==> src/rtl/kcdc_pkg.sv <==
package kcdc_pkg;

    localparam int ENTRY_DEPTH_DEF = 20;
    localparam int CODE_CHARS      = 8;
    localparam int CFG_IDX_W       = 3;
    localparam int CFG_DATA_W      = 64;
    localparam int TIMER_W         = 16;
    localparam int CODE_IDX_W      = 3;

    // command kinds
    localparam logic [1:0] CMD_TICK = 2'd0;
    localparam logic [1:0] CMD_KEY  = 2'd1;
    localparam logic [1:0] CMD_LINK = 2'd2;

    // door phases
    localparam logic [1:0] PH_CLOSED  = 2'd0;
    localparam logic [1:0] PH_OPENING = 2'd1;
    localparam logic [1:0] PH_OPEN    = 2'd2;
    localparam logic [1:0] PH_CLOSING = 2'd3;

    // entry phases
    localparam logic [1:0] EN_MENU  = 2'd0;
    localparam logic [1:0] EN_ENTER = 2'd1;
    localparam logic [1:0] EN_AWAIT = 2'd2;
    localparam logic [1:0] EN_LOCK  = 2'd3;

    // register indexes
    localparam logic [CFG_IDX_W-1:0] REG_CODE_WORD    = 3'd0;
    localparam logic [CFG_IDX_W-1:0] REG_CODE_LENGTH  = 3'd1;
    localparam logic [CFG_IDX_W-1:0] REG_TRAVEL_LIMIT = 3'd2;
    localparam logic [CFG_IDX_W-1:0] REG_HOLD_OPEN    = 3'd3;
    localparam logic [CFG_IDX_W-1:0] REG_ENTRY_IDLE   = 3'd4;
    localparam logic [CFG_IDX_W-1:0] REG_FACE_WAIT    = 3'd5;
    localparam logic [CFG_IDX_W-1:0] REG_LOCKOUT      = 3'd6;
    localparam logic [CFG_IDX_W-1:0] REG_MAX_WRONG    = 3'd7;

    // register reset values
    localparam logic [63:0]        CODE_WORD_RST    = 64'd875770417;
    localparam logic [3:0]         CODE_LENGTH_RST  = 4'd4;
    localparam logic [TIMER_W-1:0] TRAVEL_LIMIT_RST = 16'd15000;
    localparam logic [TIMER_W-1:0] HOLD_OPEN_RST    = 16'd5000;
    localparam logic [TIMER_W-1:0] ENTRY_IDLE_RST   = 16'd3000;
    localparam logic [TIMER_W-1:0] FACE_WAIT_RST    = 16'd20000;
    localparam logic [TIMER_W-1:0] LOCKOUT_RST      = 16'd2000;
    localparam logic [3:0]         MAX_WRONG_RST    = 4'd3;

    localparam logic [TIMER_W-1:0] TIMER_MAX = 16'hFFFF;
    localparam logic [9:0]         DUTY_FULL = 10'd999;

    // characters
    localparam logic [7:0] KEY_NONE = 8'h00;
    localparam logic [7:0] KEY_ONE  = 8'h31;
    localparam logic [7:0] KEY_HASH = 8'h23;
    localparam logic [7:0] KEY_STAR = 8'h2A;
    localparam logic [7:0] LINK_O   = 8'h4F;
    localparam logic [7:0] LINK_X   = 8'h58;
    localparam logic [7:0] LINK_P   = 8'h50;
    localparam logic [7:0] SEND_L   = 8'h4C;
    localparam logic [7:0] SEND_U   = 8'h55;
    localparam logic [7:0] SEND_F   = 8'h46;
    localparam logic [7:0] SEND_A   = 8'h41;
    localparam logic [7:0] SEND_NONE = 8'h00;

    typedef struct packed {
        logic [1:0] cmd;
        logic [7:0] key_code;
        logic [7:0] link_byte;
        logic       open_limit;
        logic       close_limit;
        logic       person_seen;
    } kcdc_in_t;

    typedef struct packed {
        logic [9:0] motor_duty;
        logic       drive_open;
        logic       drive_close;
        logic       lamp_on;
        logic       buzzer_on;
        logic       send_valid;
        logic [7:0] send_byte;
        logic [1:0] door_phase_now;
        logic [1:0] entry_phase_now;
        logic [4:0] entry_length;
    } kcdc_out_t;

    // controller to datapath
    typedef struct packed {
        logic load_item;
        logic walk_init;
        logic walk_rd;
        logic walk_next;
        logic set_match;
        logic apply;
    } kcdc_ctl_t;

    // datapath to controller
    typedef struct packed {
        logic needs_walk;
        logic byte_eq;
        logic walk_last;
        logic out_free;
    } kcdc_sts_t;

    function automatic logic [TIMER_W-1:0] bump(input logic [TIMER_W-1:0] v);
        return (v == TIMER_MAX) ? v : v + 16'd1;
    endfunction

endpackage

==> src/rtl/kcdc_ctrl.sv <==
module kcdc_ctrl
    import kcdc_pkg::*;
(
    input  logic      clk,
    input  logic      rst_n,
    input  logic      item_valid,
    output logic      item_ready,
    input  kcdc_sts_t sts,
    output kcdc_ctl_t ctl
);

    localparam logic [2:0] S_IDLE  = 3'd0;
    localparam logic [2:0] S_CHECK = 3'd1;
    localparam logic [2:0] S_RD    = 3'd2;
    localparam logic [2:0] S_CMP   = 3'd3;
    localparam logic [2:0] S_APPLY = 3'd4;

    logic [2:0] state_reg;
    logic [2:0] state_next;

    always_ff @(posedge clk or negedge rst_n)
    begin
        if (!rst_n)
        begin
            state_reg <= S_IDLE;
        end
        else
        begin
            state_reg <= state_next;
        end
    end

    always_comb
    begin
        state_next = state_reg;
        ctl        = '0;
        item_ready = 1'b0;
        case (state_reg)
            S_IDLE:
            begin
                item_ready = 1'b1;
                if (item_valid)
                begin
                    ctl.load_item = 1'b1;
                    state_next    = S_CHECK;
                end
            end
            S_CHECK:
            begin
                ctl.walk_init = 1'b1;
                state_next    = sts.needs_walk ? S_RD : S_APPLY;
            end
            S_RD:
            begin
                ctl.walk_rd = 1'b1;
                state_next  = S_CMP;
            end
            S_CMP:
            begin
                if (!sts.byte_eq)
                begin
                    state_next = S_APPLY;
                end
                else if (sts.walk_last)
                begin
                    ctl.set_match = 1'b1;
                    state_next    = S_APPLY;
                end
                else
                begin
                    ctl.walk_next = 1'b1;
                    state_next    = S_RD;
                end
            end
            S_APPLY:
            begin
                if (sts.out_free)
                begin
                    ctl.apply  = 1'b1;
                    state_next = S_IDLE;
                end
            end
            default:
            begin
                state_next = S_IDLE;
            end
        endcase
    end

endmodule

==> src/rtl/kcdc_datapath.sv <==
module kcdc_datapath
    import kcdc_pkg::*;
#(
    parameter int ENTRY_DEPTH = ENTRY_DEPTH_DEF
)
(
    input  logic                  clk,
    input  logic                  rst_n,
    input  kcdc_in_t              item,
    input  logic                  result_ready,
    output logic                  result_valid,
    output kcdc_out_t             result,
    input  logic                  cfg_write,
    input  logic [CFG_IDX_W-1:0]  cfg_index,
    input  logic [CFG_DATA_W-1:0] cfg_data,
    input  kcdc_ctl_t             ctl,
    output kcdc_sts_t             sts
);

    localparam int AW   = (ENTRY_DEPTH > 1) ? $clog2(ENTRY_DEPTH) : 1;
    localparam int CW   = $clog2(ENTRY_DEPTH + 1);
    localparam int CMPW = (CW > 4) ? CW : 4;

    // configuration registers
    logic [63:0]        code_word_reg;
    logic [3:0]         code_length_reg;
    logic [TIMER_W-1:0] travel_limit_reg;
    logic [TIMER_W-1:0] hold_open_reg;
    logic [TIMER_W-1:0] entry_idle_reg;
    logic [TIMER_W-1:0] face_wait_reg;
    logic [TIMER_W-1:0] lockout_reg;
    logic [3:0]         max_wrong_reg;

    // block state
    logic [1:0]         door_phase_reg,   door_phase_next;
    logic [TIMER_W-1:0] door_elapsed_reg, door_elapsed_next;
    logic [1:0]         entry_phase_reg,  entry_phase_next;
    logic [TIMER_W-1:0] idle_elapsed_reg, idle_elapsed_next;
    logic [TIMER_W-1:0] wait_elapsed_reg, wait_elapsed_next;
    logic [CW-1:0]      entry_count_reg,  entry_count_next;
    logic [3:0]         wrong_count_reg,  wrong_count_next;
    logic               lamp_reg,         lamp_next;

    logic [7:0]         entry_mem [ENTRY_DEPTH];
    logic               mem_we;

    kcdc_in_t           item_reg;
    kcdc_out_t          result_reg, result_next;
    logic               result_valid_reg;

    logic [CODE_IDX_W-1:0] walk_idx_reg;
    logic                  match_reg;
    logic [7:0]            rd_data_reg;

    logic [3:0]         code_len_eff;
    logic [TIMER_W-1:0] door_bump;
    logic [TIMER_W-1:0] door_hold;
    logic [TIMER_W-1:0] idle_bump;
    logic [TIMER_W-1:0] wait_bump;
    logic [3:0]         wrong_sum;
    logic               send_valid;
    logic [7:0]         send_byte;

    always_ff @(posedge clk or negedge rst_n)
    begin
        if (!rst_n)
        begin
            code_word_reg    <= CODE_WORD_RST;
            code_length_reg  <= CODE_LENGTH_RST;
            travel_limit_reg <= TRAVEL_LIMIT_RST;
            hold_open_reg    <= HOLD_OPEN_RST;
            entry_idle_reg   <= ENTRY_IDLE_RST;
            face_wait_reg    <= FACE_WAIT_RST;
            lockout_reg      <= LOCKOUT_RST;
            max_wrong_reg    <= MAX_WRONG_RST;
        end
        else if (cfg_write)
        begin
            case (cfg_index)
                REG_CODE_WORD:    code_word_reg    <= cfg_data;
                REG_CODE_LENGTH:  code_length_reg  <= cfg_data[3:0];
                REG_TRAVEL_LIMIT: travel_limit_reg <= cfg_data[TIMER_W-1:0];
                REG_HOLD_OPEN:    hold_open_reg    <= cfg_data[TIMER_W-1:0];
                REG_ENTRY_IDLE:   entry_idle_reg   <= cfg_data[TIMER_W-1:0];
                REG_FACE_WAIT:    face_wait_reg    <= cfg_data[TIMER_W-1:0];
                REG_LOCKOUT:      lockout_reg      <= cfg_data[TIMER_W-1:0];
                REG_MAX_WRONG:    max_wrong_reg    <= cfg_data[3:0];
                default:
                begin
                end
            endcase
        end
    end

    always_comb
    begin
        if (code_length_reg == 4'd0)
        begin
            code_len_eff = 4'd1;
        end
        else if (code_length_reg > 4'(CODE_CHARS))
        begin
            code_len_eff = 4'(CODE_CHARS);
        end
        else
        begin
            code_len_eff = code_length_reg;
        end
    end

    // item register, entry memory write and compare walk read
    always_ff @(posedge clk)
    begin
        if (ctl.load_item)
        begin
            item_reg <= item;
        end
        if (ctl.walk_rd)
        begin
            rd_data_reg <= entry_mem[AW'(walk_idx_reg)];
        end
        if (mem_we)
        begin
            entry_mem[entry_count_reg[AW-1:0]] <= item_reg.key_code;
        end
    end

    always_ff @(posedge clk or negedge rst_n)
    begin
        if (!rst_n)
        begin
            walk_idx_reg <= '0;
            match_reg    <= 1'b0;
        end
        else if (ctl.walk_init)
        begin
            walk_idx_reg <= '0;
            match_reg    <= 1'b0;
        end
        else
        begin
            if (ctl.walk_next)
            begin
                walk_idx_reg <= walk_idx_reg + 3'd1;
            end
            if (ctl.set_match)
            begin
                match_reg <= 1'b1;
            end
        end
    end

    assign sts.needs_walk = (item_reg.cmd == CMD_KEY) && (item_reg.key_code == KEY_HASH)
                            && (entry_phase_reg == EN_ENTER)
                            && (CMPW'(entry_count_reg) == CMPW'(code_len_eff));
    assign sts.byte_eq    = rd_data_reg == code_word_reg[{walk_idx_reg, 3'b000} +: 8];
    assign sts.walk_last  = (4'(walk_idx_reg) + 4'd1) == code_len_eff;
    assign sts.out_free   = !result_valid_reg || result_ready;

    assign door_bump = bump(door_elapsed_reg);
    assign door_hold = item_reg.person_seen ? '0 : door_bump;
    assign idle_bump = bump(idle_elapsed_reg);
    assign wait_bump = bump(wait_elapsed_reg);
    assign wrong_sum = wrong_count_reg + 4'd1;

    always_comb
    begin
        door_phase_next   = door_phase_reg;
        door_elapsed_next = door_elapsed_reg;
        entry_phase_next  = entry_phase_reg;
        idle_elapsed_next = idle_elapsed_reg;
        wait_elapsed_next = wait_elapsed_reg;
        entry_count_next  = entry_count_reg;
        wrong_count_next  = wrong_count_reg;
        lamp_next         = lamp_reg;
        send_valid        = 1'b0;
        send_byte         = SEND_NONE;
        mem_we            = 1'b0;
        case (item_reg.cmd)
            CMD_TICK:
            begin
                case (door_phase_reg)
                    PH_OPENING:
                    begin
                        door_elapsed_next = door_bump;
                        if (item_reg.open_limit || door_bump > travel_limit_reg)
                        begin
                            door_phase_next   = PH_OPEN;
                            door_elapsed_next = '0;
                        end
                    end
                    PH_OPEN:
                    begin
                        door_elapsed_next = door_hold;
                        if (door_hold > hold_open_reg)
                        begin
                            door_phase_next   = PH_CLOSING;
                            door_elapsed_next = '0;
                        end
                    end
                    PH_CLOSING:
                    begin
                        if (item_reg.person_seen)
                        begin
                            door_phase_next   = PH_OPENING;
                            door_elapsed_next = '0;
                        end
                        else
                        begin
                            door_elapsed_next = door_bump;
                            if (item_reg.close_limit || door_bump > travel_limit_reg)
                            begin
                                door_phase_next   = PH_CLOSED;
                                door_elapsed_next = '0;
                                lamp_next         = 1'b0;
                                send_valid        = 1'b1;
                                send_byte         = SEND_L;
                            end
                        end
                    end
                    default:
                    begin
                    end
                endcase
                case (entry_phase_reg)
                    EN_ENTER:
                    begin
                        idle_elapsed_next = idle_bump;
                        if (idle_bump > entry_idle_reg)
                        begin
                            entry_phase_next = EN_MENU;
                            entry_count_next = '0;
                        end
                    end
                    EN_AWAIT:
                    begin
                        wait_elapsed_next = wait_bump;
                        if (wait_bump >= face_wait_reg)
                        begin
                            entry_phase_next = EN_MENU;
                        end
                    end
                    EN_LOCK:
                    begin
                        wait_elapsed_next = wait_bump;
                        if (wait_bump >= lockout_reg)
                        begin
                            entry_phase_next  = EN_ENTER;
                            entry_count_next  = '0;
                            idle_elapsed_next = '0;
                        end
                    end
                    default:
                    begin
                    end
                endcase
            end
            CMD_KEY:
            begin
                if (item_reg.key_code != KEY_NONE
                    && (entry_phase_reg == EN_MENU || entry_phase_reg == EN_ENTER))
                begin
                    idle_elapsed_next = '0;
                    if (entry_phase_reg == EN_MENU)
                    begin
                        if (item_reg.key_code == KEY_ONE)
                        begin
                            entry_phase_next = EN_ENTER;
                            entry_count_next = '0;
                        end
                    end
                    else if (item_reg.key_code == KEY_HASH)
                    begin
                        entry_count_next = '0;
                        if (match_reg)
                        begin
                            wrong_count_next  = '0;
                            entry_phase_next  = EN_AWAIT;
                            wait_elapsed_next = '0;
                            send_valid        = 1'b1;
                            send_byte         = SEND_F;
                        end
                        else if (wrong_sum >= max_wrong_reg)
                        begin
                            wrong_count_next  = '0;
                            entry_phase_next  = EN_LOCK;
                            wait_elapsed_next = '0;
                        end
                        else
                        begin
                            wrong_count_next = wrong_sum;
                        end
                    end
                    else if (item_reg.key_code == KEY_STAR)
                    begin
                        if (entry_count_reg != '0)
                        begin
                            entry_count_next = entry_count_reg - CW'(1);
                        end
                    end
                    else if (entry_count_reg < CW'(ENTRY_DEPTH))
                    begin
                        mem_we           = ctl.apply;
                        entry_count_next = entry_count_reg + CW'(1);
                    end
                end
            end
            CMD_LINK:
            begin
                if (entry_phase_reg != EN_LOCK)
                begin
                    if (item_reg.link_byte == LINK_O)
                    begin
                        entry_phase_next  = EN_MENU;
                        entry_count_next  = '0;
                        lamp_next         = 1'b1;
                        door_phase_next   = PH_OPENING;
                        door_elapsed_next = '0;
                        send_valid        = 1'b1;
                        send_byte         = SEND_U;
                    end
                    else if (entry_phase_reg == EN_AWAIT)
                    begin
                        if (item_reg.link_byte == LINK_X)
                        begin
                            entry_phase_next = EN_MENU;
                        end
                    end
                    else if (item_reg.link_byte == LINK_P)
                    begin
                        send_valid = 1'b1;
                        send_byte  = SEND_A;
                    end
                end
            end
            default:
            begin
            end
        endcase
    end

    always_comb
    begin
        result_next                 = '0;
        result_next.motor_duty      = (door_phase_next == PH_OPENING
                                       || door_phase_next == PH_CLOSING) ? DUTY_FULL : 10'd0;
        result_next.drive_open      = door_phase_next == PH_OPENING;
        result_next.drive_close     = door_phase_next == PH_CLOSING;
        result_next.lamp_on         = lamp_next;
        result_next.buzzer_on       = entry_phase_next == EN_LOCK;
        result_next.send_valid      = send_valid;
        result_next.send_byte       = send_byte;
        result_next.door_phase_now  = door_phase_next;
        result_next.entry_phase_now = entry_phase_next;
        result_next.entry_length    = 5'(entry_count_next);
    end

    always_ff @(posedge clk or negedge rst_n)
    begin
        if (!rst_n)
        begin
            door_phase_reg   <= PH_CLOSED;
            door_elapsed_reg <= '0;
            entry_phase_reg  <= EN_MENU;
            idle_elapsed_reg <= '0;
            wait_elapsed_reg <= '0;
            entry_count_reg  <= '0;
            wrong_count_reg  <= '0;
            lamp_reg         <= 1'b0;
        end
        else if (ctl.apply)
        begin
            door_phase_reg   <= door_phase_next;
            door_elapsed_reg <= door_elapsed_next;
            entry_phase_reg  <= entry_phase_next;
            idle_elapsed_reg <= idle_elapsed_next;
            wait_elapsed_reg <= wait_elapsed_next;
            entry_count_reg  <= entry_count_next;
            wrong_count_reg  <= wrong_count_next;
            lamp_reg         <= lamp_next;
        end
    end

    always_ff @(posedge clk or negedge rst_n)
    begin
        if (!rst_n)
        begin
            result_valid_reg <= 1'b0;
        end
        else if (ctl.apply)
        begin
            result_valid_reg <= 1'b1;
        end
        else if (result_ready)
        begin
            result_valid_reg <= 1'b0;
        end
    end

    always_ff @(posedge clk)
    begin
        if (ctl.apply)
        begin
            result_reg <= result_next;
        end
    end

    assign result_valid = result_valid_reg;
    assign result       = result_reg;

endmodule

==> src/rtl/keypad_code_door_controller_core.sv <==
// door controller with keypad code entry
// item channel: item_valid/item_ready carry one tick, key press or link byte
// with the limit switch and presence levels; one result per item comes back
// on result_valid/result_ready with motor drive, lamp, buzzer, link status
// byte, the phases and the entry length after the item
// a result is registered once its transfer passes the decode and update steps,
// and a new item transfers only once the last one is through load, decode and update;
// a '#' key whose entry length equals the code length adds a read and a compare
// step per code character walked, through the single read port of the entry
// character memory
// the result sits in an output register, so the next item transfers while
// it waits; a stalled receiver holds the following item in its update step
// configuration: cfg_write with cfg_index and cfg_data; the user must write
// only while the block is idle, which the block itself does not enforce
// reset: door closed, entry at menu, lamp off, timers and counters cleared,
// registers at their defaults; entry characters are not cleared
module keypad_code_door_controller_core
    import kcdc_pkg::*;
#(
    parameter int ENTRY_DEPTH = ENTRY_DEPTH_DEF
)
(
    input  logic                  clk,
    input  logic                  rst_n,
    input  logic                  item_valid,
    output logic                  item_ready,
    input  kcdc_in_t              item,
    output logic                  result_valid,
    input  logic                  result_ready,
    output kcdc_out_t             result,
    input  logic                  cfg_write,
    input  logic [CFG_IDX_W-1:0]  cfg_index,
    input  logic [CFG_DATA_W-1:0] cfg_data
);

    kcdc_ctl_t ctl;
    kcdc_sts_t sts;

    kcdc_ctrl u_ctrl (
        .clk        (clk),
        .rst_n      (rst_n),
        .item_valid (item_valid),
        .item_ready (item_ready),
        .sts        (sts),
        .ctl        (ctl)
    );

    kcdc_datapath #(
        .ENTRY_DEPTH (ENTRY_DEPTH)
    ) u_datapath (
        .clk          (clk),
        .rst_n        (rst_n),
        .item         (item),
        .result_ready (result_ready),
        .result_valid (result_valid),
        .result       (result),
        .cfg_write    (cfg_write),
        .cfg_index    (cfg_index),
        .cfg_data     (cfg_data),
        .ctl          (ctl),
        .sts          (sts)
    );

endmodule

==> config.mk <==
export PLATFORM = sky130hd
export DESIGN_NAME = keypad_code_door_controller_core
export DESIGN_NICKNAME = d
export VERILOG_FILES = /design/src/rtl/kcdc_pkg.sv /design/src/rtl/kcdc_ctrl.sv /design/src/rtl/kcdc_datapath.sv /design/src/rtl/keypad_code_door_controller_core.sv
export SDC_FILE = /design/constraint.sdc
export NUM_CORES = 1
export LEC_CHECK = 0
export BUFFER_PORTS_ARGS = -buffer_cell sky130_fd_sc_hd__buf_2
export CORE_MARGIN = 2
export CORE_UTILIZATION = 32
export DETAILED_ROUTE_END_ITERATION = 10
export SLEW_MARGIN = 20
export SYNTH_ARGS = -nofsm -noshare
export SYNTH_HDL_FRONTEND = slang
export SYNTH_HIERARCHICAL = 1
export SYNTH_SLANG_ARGS = --single-unit
export TNS_END_PERCENT = 1
==> constraint.sdc <==
create_clock -name clk -period 9.49 [get_ports clk]
set_clock_uncertainty 0.15 [all_clocks]
set_input_delay 0.4745 -clock clk [delete_from_list [all_inputs] [get_ports clk]]
set_output_delay 0.4745 -clock clk [all_outputs]
set_load 0.1 [all_outputs]
# After elaboration in Yosys (flattened, before gate mapping)
# Memories as Yosys holds them, arrays and structs flattened. A register that Yosys moved wholly into a read port is not among the register bits.
# Cells that the tools add are included.
# classes
mux	125
n_reduce_logical	36
magnitude_cmp	8
n_eq_ne	47
n_shift	1
addsub	8
bitwise	1
# op_table
op	count
$mux W16	18
$pmux W16 S2	4
$mux W8	8
$shiftx A64 B7 Y8	1
$mux W5	11
$add A16 B1 Y16 const B	3
$eq A16 B16 Y1 const B	3
$gt A16 B16 Y1	3
$pmux W16 S3	1
$mux W2	21
$mux W1	37
$ge A16 B16 Y1	2
$eq A8 B6 Y1 const B	3
$eq A8 B7 Y1 const B	3
$pmux W8 S3	1
$mux W3	7
$mux W7	3
$pmux W2 S3	3
$reduce_and A2 Y1	9
$mux W4	4
$eq A3 B3 Y1 const B	5
$pmux W3 S5	1
$pmux W5 S3	1
$reduce_and A5 Y1	3
37 further kinds	71
# word_totals
out_inout_bits	34
memories	1
ram_bits	160
register_bits	275
# memory_table
memory	depth	word_bits	rd	rd_clocked_by_memory_dff	write_ports	line	source
u_datapath.entry_mem	20	8	1	1	1	kcdc_datapath.sv:44	logic [7:0] entry_mem [ENTRY_DEPTH];

# Depth between registers and ports, before layout
# Gate-level depths: netlist of run 1.
# depth
depth_word	12
ltp_mapped	19
ltp_nobuf	16

# By module
# The synthesis of run 1 kept the hierarchy.
# modules_own_cells
module	cells_each	n_inst	area_each_um2
kcdc_datapath	1530	1	17636.9
kcdc_ctrl	25	1	224.0

# Worst setup path after synthesis of run 1
# Ideal clock, no wire load.
# synth_path
kind	flip-flop to flip-flop
from	register u_datapath.result_valid_reg (netlist: u_datapath/result_valid)
to	memory u_datapath.entry_mem[7][0] (enable)
arrival_time_ps	3881
path_stages_with_launch	9
synth_period_minus_slack_ps	4362
setup_time_ps	332
path_slack_ps	5128
path_cell_list	dfrtp_1 > nand2b_1 > nand2_1 > nor3_1 > clkbuf_1 > nand3_1 > a211o_1 > nor4_1 > and2_1
# synth_rtl
item	line	source
start, declared	kcdc_datapath.sv:49	logic result_valid_reg;
start signal, assigned	kcdc_datapath.sv:388	result_valid_reg <= 1'b0;
start signal, assigned	kcdc_datapath.sv:392	result_valid_reg <= 1'b1;
start signal, assigned	kcdc_datapath.sv:396	result_valid_reg <= 1'b0;
end, declared	kcdc_datapath.sv:44	

# Worst setup path after layout of run 1
# layout_path
from	register u_datapath.wait_elapsed_reg[3]
to	register u_datapath.idle_elapsed_reg[0]
# layout_via
elab_chain_len	5
# layout_rtl
item	line	source
start, declared	kcdc_datapath.sv:39	logic [TIMER_W-1:0] wait_elapsed_reg, wait_elapsed_next;
start signal, assigned	kcdc_datapath.sv:377	wait_elapsed_reg <= wait_elapsed_next;
$add A16 B1 Y16 / $eq A16 B16 Y1 (equally long branches)	kcdc_pkg.sv:105	return (v == TIMER_MAX) ? v : v + 16'd1;
$mux W16 (*)	kcdc_pkg.sv:105	
$ge A16 B16 Y1 (*)	kcdc_datapath.sv:246	if (wait_bump >= lockout_reg)
$ne A3 B2 Y1 (no line) (*)	-	
$reduce_and A5 Y1 (no line) (*)	-	
end signal, assigned	kcdc_datapath.sv:376	idle_elapsed_reg <= idle_elapsed_next;
end, declared	kcdc_datapath.sv:38	logic [TIMER_W-1:0] idle_elapsed_reg, idle_elapsed_next;
# Mark *: on every way between the ends. The rest lies on a longest branch, timed or not.
# A chain may end at the register's enable or synchronous reset.

==> results of run 1 <==
critical path, cell delays in order (launching register included):
cell       delay (ns)
dfrtp_1          0.47
and4_1           0.39
nand4_4          0.19
or3_1            0.52
nand2b_1         0.19
nor3_1           0.07
xor2_1           0.32
ha_1             0.32
nand4_1          0.13
nor2_1           0.06
a211oi_1         0.44
a2111oi_2        0.17
o31ai_4          0.81
nor2_1           0.29
a31o_2           0.32
layout make-up:
class	instances	area, sq um	share of cell area, %
Clock inverter	18	239.0	1.134
Multi-Input combinational cell	1031	8059	38.24
Sequential cell	336	9037	42.89
Clock buffer	52	1054	4.999
Timing Repair Buffer	192	1303	6.181
Tap cell	748	935.9	4.441
Inverter	118	442.9	2.102
Antenna cell	1	2.502	0.01188
cells by family (layout without fill, tap and decap cells):
family	count (synthesis)	after routing	share of synthesized area (%)
muxes	178	178	13.17
adders and majority gates	98	98	6.865
DFF	336	336	50.59
buffers and inverters	191	380	4.490
and+or+nand+nor	426	426	12.15
xor gates and xnor gates	48	48	2.354
other	1	5	0.02100
AOI/OAI and AO/OA	277	277	10.35
cells in the mapped netlist, types with 8 or more instances:
cell      number
nor3_1        24
a211oi_1       8
mux2_2       136
nand2_1      134
nor2_1        89
nand3_1       35
dfstp_2       46
buf_4         15
clkbuf_1      44
o211ai_1       9
and3_1         9
a31oi_1       20
buf_2         10
xor2_1        20
edfxtp_1     114
a22o_1        14
nor2b_1       18
ha_1          98
nand2b_1      14
and2_1        19
xnor2_1       28
o21ai_0       68
dfrtp_1      176
mux2i_1       10
mux4_2        32
nand4_1       30
a21o_1        16
a21oi_1       64
o31ai_1       10
inv_1        118
metrics by stage:
stage                     std cells  worst slack, ns  hold WS, ns
final                          2496            4.506      0.02332
after global routing           2495            4.074     0.002588
after CTS                      2495            4.523     0.001555
after detailed placement       2364            4.565       0.3400
after global placement         2364            4.652       0.3355
after floorplan                1558            5.128      0.02891
final timing paths:
kind,slack [ns],to,from,depth (start not counted)
worst max-delay path,4.51,u_datapath/idle_elapsed_reg[0]$_DFFE_PN0P_,u_datapath/wait_elapsed_reg[3]$_DFFE_PN0P_,14
worst min-delay path,0.02,u_datapath/code_word_reg[52]$_DFFE_PN0P_,cfg_data[52],2
worst max register to register,4.51,u_datapath/idle_elapsed_reg[0]$_DFFE_PN0P_,u_datapath/wait_elapsed_reg[3]$_DFFE_PN0P_,14
worst min register to register,0.35,u_datapath/code_word_reg[37]$_DFFE_PN0P_,u_datapath/code_word_reg[37]$_DFFE_PN0P_,1
max in group asynchronous,7.40,u_datapath/walk_idx_reg[0]$_DFFE_PN0P_,rst_n,3
min in group asynchronous,0.34,u_datapath/wait_elapsed_reg[9]$_DFFE_PN0P_,rst_n,2
power breakdown:
group | total [mW] | leakage, nW | switching (mW) | internal [mW]
clock network | 1.51 | 0.625 | 0.610 | 0.896
registers | 1.93 | 3.74 | 0.170 | 1.76
logic | 1.15 | 4.44 | 0.730 | 0.419
total | 4.58 | 8.80 | 1.51 | 3.08
routing by layer:
metal / GRT usage, % / vias to the layer above / wire [um]
met4: 4.988 / 2 / 1070
li1: - / 5972 / -
met3: 2.710 / 69 / 2280
met1: 22.11 / 6322 / 21000
met5: 0 / - / 13
met2: 25.53 / 302 / 21150
what timing repair did:
action	in CTS	in global routing
hold endpoints to repair	110	0
hold buffers	61	0
endpoints found under the setup margin	0	0
==> flow_summary.ini, run 1 <==
[synthesis]
syn_area_sq_mm = 0.01786
synth-seq-cells = 336
synthCells = 1555
ys.flop_type = dfrtp_1
avgSynthCellArea_sq_um = 11.49
yosys_warnings = 6
yosys-top-cells-area = dfrtp_1, edfxtp_1, mux2_2
yosysUniqueCellTypes = 89
async_flop_share_pct = 66.07
synth_top_area_share_pct = 24.66
synth_top_cell_by_area = dfrtp_1
synth_edf_count = 114
ys_seq_area_share_pct = 50.59

[place]
gp_congestion = 0.8651
dpl_cell_area_sq_mm = 0.01916
hpwl_um = 31950
port_buffers = 122

[sta]
relSlewSlack_pct = 29.94
final.period_utilization_pct = 52.52
tightest_slew_ns = 1.051
slew_viol_final = 0
period_needed_ns = 4.984
final-hold-violation-count = 0
grt_setup_unrepaired = no
setup_viol = 0
setup-tns-final_ns = 0
max_freq_mhz = 200.6

[critical_path]
cp-start-kind = register
crit_type = reg2reg
critPathMaxFanout = 26
worstSetupEndpointType = register
cp.arrival_ns = 5.27
required_ns = 9.77

[grt]
grt-ovfl-total = 0
grt_pass1_vias = 12890
grt_pass1_wl_um = 71610
antenna_found_initial = 3
grt_max_degree = 81
grt_use_total_pct = 15.98

[clock_network]
numCtsBuffers = 38
cts-root-buf = clkbuf_16
cts_sinks = 336
path_clk_slew_ns = 0.06
cts_tree = done
htree_levels = 2
cts_setup_buffers = 0
clockBufferDepth = 3
cts_resized = 0
clk_latency_ns = 0.56

[route]
vias_per_cell = 5.075
routedWlPerCell_um = 18.24
wl_um = 45520
drc = 0
firstDrtPassIters = 5
num_vias = 12670
drt-initial-drc-count = 866
drtAntennaViolNets = 0

[final_layout]
fin_util_pct = 38.25
drive_gt1_share_pct = 25.19
final_common_cell = dfrtp_1
syn2layout_area_growth_pct = 17.98
fin_area_sq_mm = 0.02107
fin_nets = 1908
mostFrequentLayoutCells = dfrtp_1, mux2_2, nand2_1, buf_2, inv_1
filler_cell_count = 5348

[power_and_ir_drop]
irDropWorstVdd_uv = 196.0
powerDensity_mw_per_mm2 = 217.5
leakage_nw = 8.803
fin_total_pwr_mw = 4.584

[die]
ios = 127
start_util_pct = 32.42
rows = 86
die_h_um = 240.3
fp.coreArea_sq_mm = 0.05509
die_w_um = 240.3
die_area_sq_mm = 0.05772

[job]
maxCapViolCount = 0

[hold_path]
hold_class = in2reg

[run_status]
status = complete, no violations
(Power assumes the default switching activity.)
==> run 2: changes to the inputs <==
Clock period 9.49 ns to 5.21 ns, I/O delays scaled along.
==> flow_summary.ini, run 2 (synthesis gave the netlist of run 1 again) <==
[final_layout]
drive_gt1_share_pct = 25.23
fin_area_sq_mm = 0.02141
fin_nets = 1936
mostFrequentLayoutCells = dfrtp_1, mux2_2, nand2_1, buf_2, inv_1
final_common_cell = dfrtp_1
n_antenna_cell = 0
syn2layout_area_growth_pct = 19.85
fin_util_pct = 38.86

[place]
port_buffers = 122
hpwl_um = 31410
gp_congestion = 0.8619
dpl_cell_area_sq_mm = 0.01918

[clock_network]
cts_tree = done
clockBufferDepth = 3
clk_latency_ns = 0.56
path_clk_slew_ns = 0.06
cts-root-buf = clkbuf_16
cts_sinks = 336
numCtsBuffers = 39
htree_levels = 2

[grt]
grt_pass1_wl_um = 70950
met3_usage_pct = 2.893
grt_use_total_pct = 15.95
grt-ovfl-total = 0
grtUsageMet1_pct = 21.78
gr-usage-met2_pct = 25.17
grt-busiest-layer = met2
antenna_found_initial = 0
grt_max_degree = 115
grt_pass1_vias = 12770

[sta]
tightest_slew_ns = 1.108
relSlewSlack_pct = 26.15
holdWs_ns = 0.1624
final-hold-violation-count = 0
slew_viol_final = 0
max_freq_mhz = 207.2
final.period_utilization_pct = 92.62
period_needed_ns = 4.826
grt_setup_unrepaired = no
setup-tns-final_ns = 0
setup_viol = 0

[power_and_ir_drop]
fin_total_pwr_mw = 8.483
leakage_nw = 8.956
irDropWorstVdd_uv = 358.8
powerDensity_mw_per_mm2 = 396.3

[route]
num_vias = 12580
vias_per_cell = 4.985
drtAntennaViolNets = 0
firstDrtPassIters = 5
drc = 0
drt-initial-drc-count = 908
routedWlPerCell_um = 18.14
wl_um = 45770

[job]
maxCapViolCount = 0

[die]
die_w_um = 240.3
die_area_sq_mm = 0.05772
fp.coreArea_sq_mm = 0.05509
start_util_pct = 32.42
rows = 86
die_h_um = 240.3
ios = 127

[hold_path]
hold_class = in2reg

[run_status]
status = complete, no violations

[critical_path]
worstSetupEndpointType = register
required_ns = 5.46
cp-start-kind = register
crit_type = reg2reg
cp.arrival_ns = 5.08
critPathMaxFanout = 10
-- run 2: critical path, stage by stage (launching register included) --
cell	delay, ns
dfrtp_1	0.47
and4_1	0.40
nand4_4	0.19
or3_1	0.52
nand2b_1	0.19
nor3_1	0.08
xor2_1	0.31
ha_1	0.32
nand4_1	0.13
nor2_1	0.06
a211oi_1	0.53
a21oi_1	0.17
o21ai_0	0.58
a22oi_2	0.33
a31oi_1	0.22
-- run 2: cell type report --
cell class	count	area, sq um
clock inverter	20	250.2
multi-input combinational	1031	8064
timing repair buffer	219	1582
tap	748	935.9
clock buffer	52	1095
sequential	336	9037
inverter	118	442.9
fill	5306	33690
-- run 2: per-layer routing --
metal / wire, um / share of wire (%)
met5: 0 / 0
met4: 1467 / 3.2
met3: 2394 / 5.2
met2: 20660 / 45
met1: 21250 / 46
-- run 2: repair_timing --
action	4_1_cts	5_1_grt
hold buffers	88	0
hold endpoints to repair	201	0
setup endpoints to repair	0	4
gates resized for setup	0	1
setup buffers	0	0
-- run 2: through the flow --
stage	setup WS (ns)	std cells
after floorplan	0.8476	1558
after global placement	0.5851	2364
after detailed placement	0.4772	2364
after CTS	0.4500	2524
after global routing	0.07567	2524
final	0.3843	2524
-- run 2: final timing paths --
kind	from	slack, ns	cells after the start	end
setup / recovery	u_datapath/wait_elapsed_reg[3]$_DFFE_PN0P_	0.38	14	u_datapath/result[0]$_DFFE_PP_
hold / removal	cfg_write	0.16	3	u_datapath/max_wrong_reg[0]$_DFFE_PN1P_
setup reg to reg	u_datapath/wait_elapsed_reg[3]$_DFFE_PN0P_	0.38	14	u_datapath/result[0]$_DFFE_PP_
hold reg to reg	u_datapath/code_word_reg[18]$_DFFE_PN0P_	0.35	1	u_datapath/code_word_reg[18]$_DFFE_PN0P_
max in group asynchronous	rst_n	3.59	3	u_datapath/code_word_reg[19]$_DFFE_PN0P_
min in group asynchronous	rst_n	0.20	2	u_datapath/face_wait_reg[8]$_DFFE_PN0P_
-- run 2: power by group --
group | internal, mW | leakage [nW] | switching, mW
clock | 1.74 | 0.662 | 1.13
combinational | 0.776 | 4.56 | 1.31
sequential | 3.21 | 3.74 | 0.329
